===== config.mk =====
export PLATFORM = sky130hd
export DESIGN_NAME = sphpbi_force
export DESIGN_NICKNAME = d
export VERILOG_FILES = /design/src/hw/rtl/sphpbi_pkg.sv /design/src/hw/rtl/sphpbi_force.sv
export SDC_FILE = /design/constraint.sdc
export NUM_CORES = 2
export LEC_CHECK = 0
export ABC_AREA = 1
export BUFFER_PORTS_ARGS = -buffer_cell sky130_fd_sc_hd__buf_4
export CAP_MARGIN = 20
export CORE_MARGIN = 1.5
export CORE_UTILIZATION = 60
export CTS_CLUSTER_DIAMETER = 100
export CTS_CLUSTER_SIZE = 25
export DETAILED_ROUTE_END_ITERATION = 7
export PLACE_DENSITY_LB_ADDON = 0.1
export SETUP_SLACK_MARGIN = 0.4
export SYNTH_ARGS = -nofsm -noshare
export SYNTH_HDL_FRONTEND = slang
export SYNTH_SLANG_ARGS = --single-unit

===== constraint.sdc =====
create_clock -name clk -period 7.6 [get_ports clk]
set_clock_uncertainty 0.1 [all_clocks]
set_input_delay 0.76 -clock clk [delete_from_list [all_inputs] [get_ports clk]]
set_output_delay 0.76 -clock clk [all_outputs]
set_load 0.02 [all_outputs]

===== src/hw/rtl/sphpbi_pkg.sv =====
// shared constants and types for the particle boundary integrate unit
`default_nettype none
package sphpbi_pkg;
    localparam int WALL_THICKNESS_DEF = 4194;
    localparam int BARRIER_LIM = 4194;
    localparam int DATA_W = 32;
    localparam int CFG_IDX_W = 3;
    localparam int CFG_DATA_W = 32;

    // reciprocal of 3 scaled by 2^21, exact floor for 20-bit operands
    localparam logic [19:0] THIRD_RECIP = 20'd699051;
    localparam logic [19:0] BARRIER_HALF_RST = 20'd16777;

    // register indexes
    localparam logic [CFG_IDX_W-1:0] REG_TIME_STEP = 3'd0;
    localparam logic [CFG_IDX_W-1:0] REG_WALL_HALF = 3'd1;
    localparam logic [CFG_IDX_W-1:0] REG_GRAVITY_Y = 3'd2;
    localparam logic [CFG_IDX_W-1:0] REG_WALL_K = 3'd3;
    localparam logic [CFG_IDX_W-1:0] REG_WALL_D = 3'd4;
    localparam logic [CFG_IDX_W-1:0] REG_BAR_EN = 3'd5;
    localparam logic [CFG_IDX_W-1:0] REG_BAR_K = 3'd6;
    localparam logic [CFG_IDX_W-1:0] REG_BAR_D = 3'd7;

    typedef struct packed {
        logic [19:0] time_step;
        logic [19:0] wall_half_length;
        logic [19:0] barrier_half;
        logic signed [31:0] gravity_y;
        logic [15:0] wall_stiffness;
        logic [11:0] wall_damping;
        logic barrier_enable;
        logic [15:0] barrier_stiffness;
        logic [11:0] barrier_damping;
    } cfg_t;

    typedef struct packed {
        logic signed [31:0] pos_x;
        logic signed [31:0] pos_y;
        logic signed [31:0] pos_z;
        logic signed [31:0] vel_x;
        logic signed [31:0] vel_y;
        logic signed [31:0] vel_z;
        logic signed [31:0] fluid_acc_x;
        logic signed [31:0] fluid_acc_y;
        logic signed [31:0] fluid_acc_z;
    } particle_t;

    typedef struct packed {
        logic signed [31:0] new_pos_x;
        logic signed [31:0] new_pos_y;
        logic signed [31:0] new_pos_z;
        logic signed [31:0] new_vel_x;
        logic signed [31:0] new_vel_y;
        logic signed [31:0] new_vel_z;
    } result_t;

    typedef struct packed {
        logic [CFG_IDX_W-1:0] index;
        logic [CFG_DATA_W-1:0] data;
    } cfg_wr_t;

    function automatic logic signed [31:0] sat32(input logic signed [63:0] v);
        if (v > 64'sd2147483647)
            return 32'sh7fffffff;
        else if (v < -64'sd2147483648)
            return 32'sh80000000;
        return v[31:0];
    endfunction
endpackage
`default_nettype wire


===== src/hw/rtl/sphpbi_force.sv =====
// per-axis penalty force from one wall: k*pen - d*vn, registered
`default_nettype none
module sphpbi_force
    import sphpbi_pkg::*;
(
    input wire logic clk,
    input wire logic en,
    input wire logic act,
    input wire logic signed [33:0] pen,
    input wire logic [15:0] k,
    input wire logic [11:0] d,
    input wire logic signed [32:0] vn,
    output logic signed [52:0] force_q
);
    logic signed [52:0] spring;
    logic signed [52:0] damp;
    logic signed [52:0] force_next;
    logic signed [52:0] force_reg;

    // spring and damping products
    always_comb
    begin
        spring = 53'(pen) * 53'($signed({1'b0, k}));
        damp = 53'($signed({1'b0, d})) * 53'(vn);
        force_next = act ? (spring - damp) : '0;
    end

    always_ff @(posedge clk)
    begin
        if (en)
            force_reg <= force_next;
    end

    assign force_q = force_reg;
endmodule
`default_nettype wire


==> flow_summary.toml <==
[setup_path]
cp-start-kind = "input port"
path_class = "in2reg"
startpoint = "d[2]"
worstSetupEndpoint = "force_q[51]"
arrival_ns = 7.01
critPathCaptureType = "flip-flop"
required_ns = 7.56
crit_path_max_fanout = 22

[sta]
finalCritPeriodShare_pct = 92.8
drv_slew = 0
max_slew_margin_pct = 53.0
whs_ns = 0.912
grt_setup_unrepaired = "true"
fmax_ghz = 0.142
worstMarginPinSlew_ns = 0.705
finalSetupViolCount = 0
hold_viol = 0
period_needed_ns = 7.05

[place]
place.gp.congestion = 0.965
io_buffers = 150
hpwl_um = 85300

[yosys]
synth_seq_cells = 52
synth_most_common_cell = "inv_1"
seq_area_frac_synth_pct = 4.15
synth_nets = 6122
synth_edf_count = 52
synthFlopType = "edfxtp_1"
synth_area_mm2 = 0.0376
yosysWarnings = 0
synthCells = 4865
syn_avg_cell_area_um2 = 7.74
async_flop_share_pct = 0
synth_commonest_cells = "1,714 x inv_1, 1,403 x nand2_1, 980 x fa_1, 215 x clkbuf_1, 179 x ha_1"
yosysTopAreaCellShare_pct = 52.1
synth_top_area_cell = "fa_1"
synth_area_leaders = "fa_1 52%, inv_1 17%, nand2_1 14%"
synth_cell_type_count = 34

[drt]
avgViaCountPerCell = 4.95
met2_length_um = 49200
ant_nets = 0
drtPass1Iterations = 6
routed_wl_um = 101000
route.detailed.drc = 0
vias = 28458
wl_met3_um = 8000
routed.top_layer = "met5"
wirelength_met1_um = 40600
wl_per_cell_um = 17.5
drt_iter0_drc = 2240

[finish]
nFillCells = 5396
nets = 6166
areaGrowthSynthToFinish_pct = 8.79
drive_gt1_share_pct = 9.08
largest_register_ffs = 52

[cts]
cts-hold-fix-buffers = 0
clock_path_buffers = 2
clk_pin_slew_worst_paths_ns = 0.07
cts-buffers-inserted = 5
cts.sinks = 52
cts_tree = "done"
h-tree-depth = 2
cts-root-buf = "clkbuf_16"

[hold_path]
hp-class = "in2reg"
hold_path_depth = 1

[job]
drv_cap = 0

[grt]
antenna_found_initial = 2
grt_pass1_vias = 30619
grt_max_degree = 53
grt_overflow_total = 0
grt_pass1_wl_um = 162000
grtUsageTotal_pct = 32.7

[die]
initial_utilization_pct = 60.9
dieHeight_um = 253
core_area_mm2 = 0.0618
ios = 151
row_count = 91
die_area_mm2 = 0.0642
die_x_um = 253

[outcome]
status = "finished clean"
## critical path: stages
cell      delay (ns)
buf_16          0.14
nand2_4         0.09
inv_2           0.05
fa_2            0.51
fa_2            0.61
clkinv_4        0.10
fa_2            0.59
inv_2           0.07
fa_2            0.64
fa_1            0.45
fa_1            0.49
inv_1           0.05
fa_1            0.47
fa_1            0.54
ha_4            0.29
buf_4           0.13
nand2_2         0.08
inv_2           0.07
nand2_2         0.07
nor3_2          0.23
nand2_1         0.10
nor2_1          0.12
nand2_1         0.07
nand3_2         0.09
nand2_1         0.05
nand2_1         0.06
nor2_1          0.05
## layout by cell type (no fill, tap or decap), types with 23 or more instances in the layout
master,n
inv_1,1701
nand2_1,1390
fa_1,968
buf_4,200
ha_1,148
nor2_1,77
edfxtp_1,52
a21oi_1,49
nor2_2,39
nand3_1,35
nand2_2,31
inv_2,25
buf_6,23
## area by class of cell
cell class,count,area (um2),share of cell area (%)
antenna,2,5.00,0.0122
clock inverter,2,16.3,0.0397
inverter,1730,6500,15.9
multi-input combinational,2864,29200,71.4
tap,837,1050,2.56
clock buffer,6,129,0.315
timing repair buffer,256,2450,5.99
sequential,52,1560,3.81
## metal layers
layer / vias to the layer above / track usage, %
met5: - / 0
met4: 4 / 7.92
met3: 144 / 4.29
met2: 1054 / 56.1
met1: 14109 / 44.4
li1: 13147 / -
## repair_timing
action / in CTS / in global routing
endpoints found under the setup margin: 20 / 36
buffers inserted: 0 / 12
gates cloned: 0 / 5
gates resized for setup: 18 / 187
endpoints found under the hold margin: 0 / 0
pin swaps: 1 / 36
## cell families (layout without fill, tap and decap cells)
kind of cell / after synthesis / count (layout) / synth area share [%]
adders and majority gates: 1159 / 1159 / 58.1
xor gates and xnor gates: 5 / 5 / 0.116
AOI/OAI and AO/OA: 77 / 77 / 1.09
and+or+nand+nor: 1623 / 1623 / 17.1
buffers and inverters: 1949 / 1994 / 19.5
other: 0 / 2 / 0
DFF: 52 / 52 / 4.15
## per-stage QoR
step | area [um2] | util, % | setup TNS [ns] | instances | setup slack [ns]
4_1_cts | 39900 | 64.6 | 0 | 5730 | 0.333
3_3_place_gp | 39700 | 64.2 | -0.603 | 5722 | -0.199
3_5_place_dp | 39700 | 64.2 | -0.944 | 5722 | -0.236
5_1_grt | 40900 | 66.2 | 0 | 5747 | 0.302
2_1_floorplan | 37600 | - | 0 | 4865 | 0.409
6_report | 40900 | 66.2 | 0 | 5749 | 0.546
## how the worst min path moves through the flow
stage | slack, ns | to | from
6_report | 0.91 | force_q[0] | en
5_1_grt | 0.96 | force_q[0] | en
4_1_cts | 0.94 | force_q[2] | en
3_5_place_dp | 1.09 | force_q[19] | force_q[19]
3_3_place_gp | 1.09 | force_q[0] | force_q[0]
2_1_floorplan | 0.77 | force_q[0] | en
Power is not shown: default switching activity piles up to over one toggle a cycle in this logic, so the estimate is an artifact.
